`src/hw/rtl/bdr_pkg.sv`:
```
package bdr_pkg;

  localparam logic [7:0] CodeReleased       = 8'hFF;
  localparam logic [7:0] LongMask           = 8'h7F;
  localparam logic [7:0] RepeatFloor        = 8'd2;
  localparam logic [7:0] DebounceTicksReset = 8'd4;
  localparam logic [7:0] LongPressReset     = 8'd20;

  typedef enum logic [0:0] {
    CfgDebounceTicks  = 1'b0,
    CfgLongPressUnits = 1'b1
  } cfg_idx_e;

  typedef struct packed {
    logic [7:0] prev_code;
    logic [7:0] deb_cnt;
    logic [7:0] hold_cnt;
    logic       long_rep;
    logic [7:0] rep_lim;
    logic       fast;
  } state_t;

  typedef struct packed {
    logic [7:0] debounce_ticks;
    logic [7:0] long_press_units;
  } cfg_t;

  typedef struct packed {
    logic       event_valid;
    logic [7:0] event_code;
  } result_t;

endpackage

```
`src/hw/rtl/bdr_step.sv`:
```
module bdr_step (
  input  bdr_pkg::state_t  state_i,
  input  bdr_pkg::cfg_t    cfg_i,
  input  logic [7:0]       raw_code_i,
  input  logic             set_fast_i,
  output bdr_pkg::state_t  state_o,
  output bdr_pkg::result_t result_o
);

  logic       fast;
  logic [7:0] deb_inc;
  logic [7:0] hold_inc;
  logic [7:0] lim_half;
  logic       valid;
  logic [7:0] ev;

  always_comb begin
    fast     = state_i.fast | set_fast_i;
    deb_inc  = state_i.deb_cnt + 8'd1;
    hold_inc = state_i.hold_cnt + 8'd1;
    lim_half = {1'b0, state_i.rep_lim[7:1]};
    valid    = 1'b0;
    ev       = state_i.prev_code;
    state_o  = state_i;
    state_o.prev_code = raw_code_i;

    if (raw_code_i == bdr_pkg::CodeReleased || raw_code_i != state_i.prev_code) begin
      // release or change: short press unless a long one was reported; long event if the hold count reached the limit
      if ((state_i.deb_cnt >= cfg_i.debounce_ticks || state_i.hold_cnt != 8'd0)
          && !state_i.long_rep) begin
        valid = 1'b1;
      end
      if (state_i.hold_cnt >= state_i.rep_lim) begin
        valid = 1'b1;
        ev    = state_i.prev_code & bdr_pkg::LongMask;
      end
      state_o.fast     = 1'b0;
      state_o.long_rep = 1'b0;
      state_o.rep_lim  = cfg_i.long_press_units;
      state_o.deb_cnt  = 8'd0;
      state_o.hold_cnt = 8'd0;
    end else begin
      state_o.fast = fast;
      if (deb_inc >= cfg_i.debounce_ticks) begin
        state_o.deb_cnt = 8'd0;
        if (hold_inc >= state_i.rep_lim) begin
          valid            = 1'b1;
          ev               = state_i.prev_code & bdr_pkg::LongMask;
          state_o.hold_cnt = 8'd0;
          state_o.long_rep = 1'b1;
          if (fast) begin
            state_o.rep_lim = (lim_half <= bdr_pkg::RepeatFloor) ? bdr_pkg::RepeatFloor
                                                                  : lim_half;
          end
        end else begin
          state_o.hold_cnt = hold_inc;
        end
      end else begin
        state_o.deb_cnt = deb_inc;
      end
    end

    result_o.event_valid = valid;
    result_o.event_code  = valid ? ev : 8'd0;
  end

endmodule

```
`src/hw/rtl/button_debounce_repeat.sv`:
```
// Button debounce with auto repeat.
// Each input transfer is captured in the input register; its result is then registered
// in the result register and offered on the output stream.
// Throughput: one item per cycle while the output is not stalled; one result per item.
// Reset: state all released, counters zero, repeat limit 20, registers 4 / 20,
// no item or result pending.
module button_debounce_repeat (
  input  logic       clk_i,
  input  logic       rst_ni,
  input  logic       cfg_we_i,
  input  logic [0:0] cfg_idx_i,
  input  logic [7:0] cfg_data_i,
  input  logic       s_axis_tvalid,
  output logic       s_axis_tready,
  input  logic [7:0] s_axis_tdata,  // [7:0] raw_code
  input  logic       s_axis_tuser,  // [0] set_fast
  output logic       m_axis_tvalid,
  input  logic       m_axis_tready,
  output logic [7:0] m_axis_tdata,  // [7:0] event_code
  output logic       m_axis_tuser   // [0] event_valid
);

  bdr_pkg::cfg_t    cfg_q;
  bdr_pkg::state_t  state_q, state_d;
  bdr_pkg::result_t res_d, res_q;
  logic             in_valid_q;
  logic [7:0]       in_code_q;
  logic             in_fast_q;
  logic             out_valid_q;
  logic             advance;

  assign advance       = in_valid_q && (!out_valid_q || m_axis_tready);
  assign s_axis_tready = !in_valid_q || advance;

  always_ff @(posedge clk_i or negedge rst_ni) begin
    if (!rst_ni) begin
      cfg_q.debounce_ticks   <= bdr_pkg::DebounceTicksReset;
      cfg_q.long_press_units <= bdr_pkg::LongPressReset;
    end else if (cfg_we_i) begin
      unique case (bdr_pkg::cfg_idx_e'(cfg_idx_i))
        bdr_pkg::CfgDebounceTicks:  cfg_q.debounce_ticks   <= cfg_data_i;
        bdr_pkg::CfgLongPressUnits: cfg_q.long_press_units <= cfg_data_i;
      endcase
    end
  end

  always_ff @(posedge clk_i or negedge rst_ni) begin
    if (!rst_ni) begin
      in_valid_q <= 1'b0;
    end else if (s_axis_tready) begin
      in_valid_q <= s_axis_tvalid;
    end
  end

  always_ff @(posedge clk_i) begin
    if (s_axis_tvalid && s_axis_tready) begin
      in_code_q <= s_axis_tdata;
      in_fast_q <= s_axis_tuser;
    end
  end

  bdr_step u_step (
    .state_i    (state_q),
    .cfg_i      (cfg_q),
    .raw_code_i (in_code_q),
    .set_fast_i (in_fast_q),
    .state_o    (state_d),
    .result_o   (res_d)
  );

  always_ff @(posedge clk_i or negedge rst_ni) begin
    if (!rst_ni) begin
      state_q.prev_code <= bdr_pkg::CodeReleased;
      state_q.deb_cnt   <= 8'd0;
      state_q.hold_cnt  <= 8'd0;
      state_q.long_rep  <= 1'b0;
      state_q.rep_lim   <= bdr_pkg::LongPressReset;
      state_q.fast      <= 1'b0;
      out_valid_q       <= 1'b0;
    end else begin
      if (advance) begin
        state_q     <= state_d;
        out_valid_q <= 1'b1;
      end else if (m_axis_tready) begin
        out_valid_q <= 1'b0;
      end
    end
  end

  always_ff @(posedge clk_i) begin
    if (advance) begin
      res_q <= res_d;
    end
  end

  assign m_axis_tvalid = out_valid_q;
  assign m_axis_tdata  = res_q.event_code;
  assign m_axis_tuser  = res_q.event_valid;

  a_state_hold: assert property (@(posedge clk_i) disable iff (!rst_ni)
    !advance |=> $stable(state_q))
    else $error("state changed without a transfer");

  a_no_code_idle: assert property (@(posedge clk_i) disable iff (!rst_ni)
    out_valid_q && !res_q.event_valid |-> res_q.event_code == 8'd0)
    else $error("event code set without event");

  a_release_clears: assert property (@(posedge clk_i) disable iff (!rst_ni)
    advance && in_code_q == bdr_pkg::CodeReleased |=>
      state_q.hold_cnt == 8'd0 && state_q.deb_cnt == 8'd0 && !state_q.fast
      && !state_q.long_rep)
    else $error("release did not clear state");

  a_long_event: assert property (@(posedge clk_i) disable iff (!rst_ni)
    advance && state_q.long_rep && !state_d.long_rep |-> state_d.rep_lim
      == cfg_q.long_press_units)
    else $error("repeat limit not reloaded");

endmodule
```
`config.mk`:
```
export PLATFORM = sky130hd
export DESIGN_NAME = button_debounce_repeat
export DESIGN_NICKNAME = d
export VERILOG_FILES = /design/src/hw/rtl/bdr_pkg.sv /design/src/hw/rtl/bdr_step.sv /design/src/hw/rtl/button_debounce_repeat.sv
export SDC_FILE = /design/constraint.sdc
export NUM_CORES = 1
export LEC_CHECK = 0
export ABC_AREA = 1
export BUFFER_PORTS_ARGS = -buffer_cell sky130_fd_sc_hd__buf_2
export CAP_MARGIN = 20
export CORE_ASPECT_RATIO = 0.8
export CORE_MARGIN = 2
export CORE_UTILIZATION = 60
export CTS_CLUSTER_DIAMETER = 200
export CTS_CLUSTER_SIZE = 25
export DETAILED_ROUTE_END_ITERATION = 16
export GPL_ROUTABILITY_DRIVEN = 0
export PLACE_DENSITY = 0.8
export SLEW_MARGIN = 10
export SYNTH_ARGS = -nofsm -noshare
export SYNTH_HDL_FRONTEND = slang
export SYNTH_HIERARCHICAL = 1
export SYNTH_SLANG_ARGS = --single-unit
```
`constraint.sdc`:
```
create_clock -name clk_i -period 4.05 [get_ports clk_i]
set_input_delay 0.2025 -clock clk_i [delete_from_list [all_inputs] [get_ports clk_i]]
set_output_delay 0.2025 -clock clk_i [all_outputs]
set_load 0.05 [all_outputs]
```
# ---- Word-level counts from Yosys, hierarchy flattened
# Index checks and enable logic that the tools add are counted.
dict set report word_totals {
  regBits 70
  word_cells 63
  inputBits 23
}
dict set report classes {
  reduce_logical 20
  n_lt_le_gt_ge 5
  bitwise 2
  eq_ne 2
  add_sub_neg 2
  muxes 18
}
# operator n
set ops {}
lappend ops {{$mux 8} 7}
lappend ops {{$ge 8x8->1} 4}
lappend ops {{$mux 26} 1}
lappend ops {{$mux 17} 1}
lappend ops {{$add 8x1->8 const B} 2}
lappend ops {{$mux 9} 1}
lappend ops {{$eq 8x8->1 const B} 1}
lappend ops {{$ne 8x8->1} 1}
lappend ops {{$reduce_bool 2->1} 4}
lappend ops {{$reduce_bool 8->1} 1}
lappend ops {{$le 7x2->1 const B} 1}
lappend ops {{$mux 1} 7}
lappend ops {{$mux 7} 1}
lappend ops {{$reduce_and 2->1} 3}
lappend ops {{$logic_or 1x1->1} 4}
lappend ops {{$reduce_and 4->1} 1}
lappend ops {{$logic_and 1x1->1} 3}
lappend ops {{$logic_not 1->1} 3}
lappend ops {{$reduce_and 3->1} 1}
lappend ops {{$not 1->1} 1}
lappend ops {{$or 1x1->1} 1}

# ---- Depth between registers and ports, before layout
dict set report depth {
  ltp_word 6
  depth_mapped 18
}

# ---- Cells and area by module
# Netlist, hierarchy kept.
# module instances area_per_inst_um2 cells_per_inst
set modules_own_cells {}
lappend modules_own_cells {button_debounce_repeat 1 2625.0 236}
lappend modules_own_cells {bdr_step 1 1911.8 345}

# ---- Least setup slack after synthesis
# No wires, ideal clock.
dict set report synth_timing {
  kind {reg-to-reg}
  from {register state_q[18] (netlist bit)}
  to {register res_q, in the netlist m_axis_tuser, data pin}
  path_buffers 1
  synth_period_minus_slack_ps 2517
  arrival_ps 2266
  path_stages_with_launch 15
  setup_ps 251
  slack_ps 1533
  path_cell_list {dfrtp_1 -> nand3_1 -> nand3b_1 -> nand3b_1 -> xor2_1 -> inv_1 -> ha_1 -> a21oi_1 -> o21a_1 -> nand3_1 -> nand2_1 -> nand2_2 -> nand2_4 -> inv_1 -> buf_4}
}
dict set report synth_via {
  elab_chain_len 6
}
# item line_no
set synth_lines {}
lappend synth_lines {{start: declaration} button_debounce_repeat.sv:24} ;# bdr_pkg::state_t state_q, state_d;
lappend synth_lines {{start signal: assignment} button_debounce_repeat.sv:82} ;# state_q <= state_d;
lappend synth_lines {{branches (longest 5 deep; another with $add 8x1->8)} --}
lappend synth_lines {{$mux 1 *} bdr_step.sv:27} ;# if (raw_code_i == bdr_pkg::CodeReleased || raw_code_i != state_i.prev_code) begin
lappend synth_lines {{named net u_step.valid} bdr_step.sv:14} ;# logic valid;
lappend synth_lines {{end signal: assignment} button_debounce_repeat.sv:92} ;# res_q <= res_d;
lappend synth_lines {{end: declaration} button_debounce_repeat.sv:25} ;# bdr_pkg::result_t res_d, res_q;
# Mark *: on every way through the listed nets, which the timed path passes.
# A chain may end at the register's enable or synchronous reset.

# ---- Final worst setup path
dict set report layout_timing {
  from {register state_q[18] (netlist bit)}
  to {register res_q, in the netlist m_axis_tdata[1], data pin}
}
dict set report layout_via {
  elab_chain_len 6
}
# item
set layout_lines {}
lappend layout_lines {{branches (longest 6 deep; another with $add 8x1->8)}}
# Parallel ways; which one is timed is not known.

==> results_dict.tcl <==
set metrics [dict create \
    run_status "complete, no violations" \
    hold_slack_ns 0.01863 \
    fmax_mhz 327.5 \
    io_buffers 33 \
    synth_largest_area_cell "sky130_fd_sc_hd__dfrtp_1" \
    number_of_enable_type_register_cells_in_the_synthesized_netlist 18 \
    final_area_mm2 0.004875 \
    worstSetupEndpointType "register" \
    synth.area.top_cells "sky130_fd_sc_hd__dfrtp_1 22%, sky130_fd_sc_hd__nand2_1 15%, sky130_fd_sc_hd__edfxtp_1 12%, sky130_fd_sc_hd__ha_1 9.7%, sky130_fd_sc_hd__dfstp_2 7.5%" \
    period_needed_ns 3.054 \
    asyncSetResetFlopFracSynth 0.7429 \
    totalWireLength_mm 10.17 \
    fp.coreArea_mm2 0.007357 \
    cts.repair_timing.setup_buffer_count 0 \
    via_per_inst 5.544 \
    timing.final.ws_setup_ns 0.9964 \
    syn_area_per_cell_um2 7.809 \
    route.detailed.drc 0 \
    root_buffer "sky130_fd_sc_hd__clkbuf_8" \
    timing.hold.worst_endpoint "in_code_q[3]" \
    grt_remaining_overflow 0 \
    drt_pre_antenna_iters 5 \
    critPathLaunchType "register" \
    clk-insertion-delay-late_ns 0.35 \
    critical_path.max_fanout 13 \
    design.die.area_mm2 0.008277 \
    synth.most_common_cell "sky130_fd_sc_hd__nand2_1" \
    netlist_top_cells_count "182 x sky130_fd_sc_hd__nand2_1, 78 x sky130_fd_sc_hd__inv_1, 56 x sky130_fd_sc_hd__nand3_1" \
    grt_max_degree 53 \
    power.leakage_nw 2.637 \
    netlist_area_mm2 0.004537 \
    cts_tree "built" \
    ant_nets 0 \
    min_delay_path_depth 1 \
    via_count 3875 \
    synth.yosys.warnings 6 \
    numClockSinks 70 \
    cts_made_buffers 9 \
    synth.distinct_cells 33 \
    power_density_mw_per_mm2 443.0 \
    crit_path_arrival_time_ns 3.17 \
    post_layout_nonfiller_instances 699 \
    ys_ff_latch 70 \
    detailedPlacementHpwl_mm 7.264 \
    worst_setup_hold_path_clk_slew_ns 0.08 \
    worst_slew_pin_slew_ns 0.7486 \
    area_growth_syn_to_layout_pct 7.446 \
    area.sequential_mm2 0.001858 \
    maxCapViolations 0 \
    antenna_found_initial 0 \
    layout.filler_cells 584 \
    preCtsSetupSlack_ns 1.030 \
    rsz0062_at_grt "no" \
    grt_pass1_wl_mm 17.26 \
    timing_hold_violations_final 0 \
    place.detailed.instances 682 \
    place_area_mm2 0.004639 \
    critPathKind "register to register" \
    totalPowerFinal_mw 2.159 \
    number_of_global_route_vias_before_repair 3751 \
    synth.yosys.seq_area_share 0.4095 \
    final_worst_clock_skew_ns 0.01053 \
    post_synth_inst_count 581 \
    finalNetCount 662 \
    wl_per_cell_um 14.54 \
    cts_max_path_buffers 2 \
    final-max-slew-violation-count 0 \
    worst-r2r-cell-count 13 \
    synth_flop_type "sky130_fd_sc_hd__dfrtp_1" \
    die_w_um 101.2 \
    multi_input_gate_area_in_the_final_layout_mm2 0.002185 \
    start_util 0.6167 \
    worst_hold_startpoint "s_axis_tdata[3]" \
    num_io_pins 34 \
    setup_violations 0 \
    peakVddDrop_mv 0.3019 \
    htree_num_levels 3 \
    required_ns 4.17 \
    worst_r2r_endpoint "m_axis_tdata[1]" \
    synth_top_cell_area_share 0.2151 \
    drt-initial-drc-count 320 \
    rr_startpoint "state_q[18]" \
    setup_tns_ns 0 \
    post_route_cells_drive_above_1_share 0.1314 \
    num_rows 28 \
    final_util 0.6626 \
    vert_die_dim_um 81.78 \
    finalCritPeriodShare 0.7540 \
    mappedNetlistNets 639 \
    insertedDiodeCount 0 \
    worst-r2r-setup-slack_ns 1.0 \
    worst_hold_path_type "input port to register" \
    worst_rel_slew_slack 0.5004 \
    grt.total_usage 0.2714 \
]
[worst max path at each step]
| stage | from | end | slack [ns] | depth (start not counted) |
|---|---|---|---|---|
| floorplan | state_q[18] | m_axis_tuser | 1.53 | 14 |
| global placement | state_q[18] | m_axis_tdata[4] | 1.16 | 13 |
| detailed placement | state_q[18] | m_axis_tdata[1] | 1.03 | 13 |
| CTS | state_q[18] | state_q[20] | 1.03 | 14 |
| global route | state_q[18] | state_q[4] | 0.62 | 16 |
| finish | state_q[18] | m_axis_tdata[1] | 1.0 | 13 |
[layer usage]
metal  part of all wire  up-vias  track usage
li1                   -     1890            -
met3              0.076       16      0.06213
met4              0.012        0      0.08378
met2               0.46      164       0.4298
met5                  0        -            0
met1               0.45     1805       0.3748
[state kept, by name, summed over array words and instances (netlist names)]
| signal | count |
|---|---|
| in_fast_q | 1 |
| m_axis_tvalid | 1 |
| m_axis_tdata | 8 |
| state_q | 34 |
| m_axis_tuser | 1 |
| in_valid_q | 1 |
| in_code_q | 8 |
| cfg_q | 16 |
[cell families (layout without fill, tap and decap cells)]
group	Yosys count	count (layout)	synth area share
xor+xnor	15	15	0.02896
flops	70	70	0.4095
simple gates	314	314	0.3047
fa+ha+maj	35	35	0.09653
compound gates	43	43	0.05130
buf+inv	104	132	0.1089
[area by class of cell]
type,count,area share
Clock buffer,11,0.03337
Clock inverter,5,0.01283
Sequential cell,70,0.3812
Multi-Input combinational cell,407,0.4482
Timing Repair Buffer,37,0.04055
Inverter,79,0.06083
Tap cell,90,0.02310
[timing repair]
action / 4_1_cts / 5_1_grt
resized for setup: 0 / 0
hold buffers: 1 / 0
hold endpoints to repair: 39 / 0
[critical path: stages (launching register included)]
cell	delay, ns
sky130_fd_sc_hd__dfrtp_1	0.44
sky130_fd_sc_hd__nand3_1	0.14
sky130_fd_sc_hd__nand3b_1	0.20
sky130_fd_sc_hd__nand3b_1	0.20
sky130_fd_sc_hd__xor2_1	0.21
sky130_fd_sc_hd__inv_1	0.08
sky130_fd_sc_hd__ha_1	0.29
sky130_fd_sc_hd__a21oi_1	0.14
sky130_fd_sc_hd__o21a_1	0.13
sky130_fd_sc_hd__nand3_1	0.34
sky130_fd_sc_hd__nand2_1	0.23
sky130_fd_sc_hd__nand2_2	0.16
sky130_fd_sc_hd__nand2_4	0.19
sky130_fd_sc_hd__nor2_1	0.07
[cells in the final DEF, fill, tap and decap left out, types with 3 or more instances in the layout]
cell                       count
sky130_fd_sc_hd__a21oi_1      13
sky130_fd_sc_hd__buf_2        33
sky130_fd_sc_hd__buf_4         3
sky130_fd_sc_hd__clkbuf_8     10
sky130_fd_sc_hd__dfrtp_1      39
sky130_fd_sc_hd__dfstp_2      13
sky130_fd_sc_hd__edfxtp_1     18
sky130_fd_sc_hd__ha_1         35
sky130_fd_sc_hd__inv_1        78
sky130_fd_sc_hd__nand2_1     182
sky130_fd_sc_hd__nand3_1      56
sky130_fd_sc_hd__nand4_1      14
sky130_fd_sc_hd__nor2_1       42
sky130_fd_sc_hd__nor2_2        3
sky130_fd_sc_hd__nor3_1        4
sky130_fd_sc_hd__o21ai_0      24
sky130_fd_sc_hd__xor2_1       14
[report_power, final]
part | leakage [nW] | internal (mW) | switching [mW]
logic | 1.70 | 0.173 | 0.425
registers | 0.825 | 0.851 | 0.0776
clock network | 0.116 | 0.343 | 0.290
Note: power is estimated with default switching activity, not from simulation.
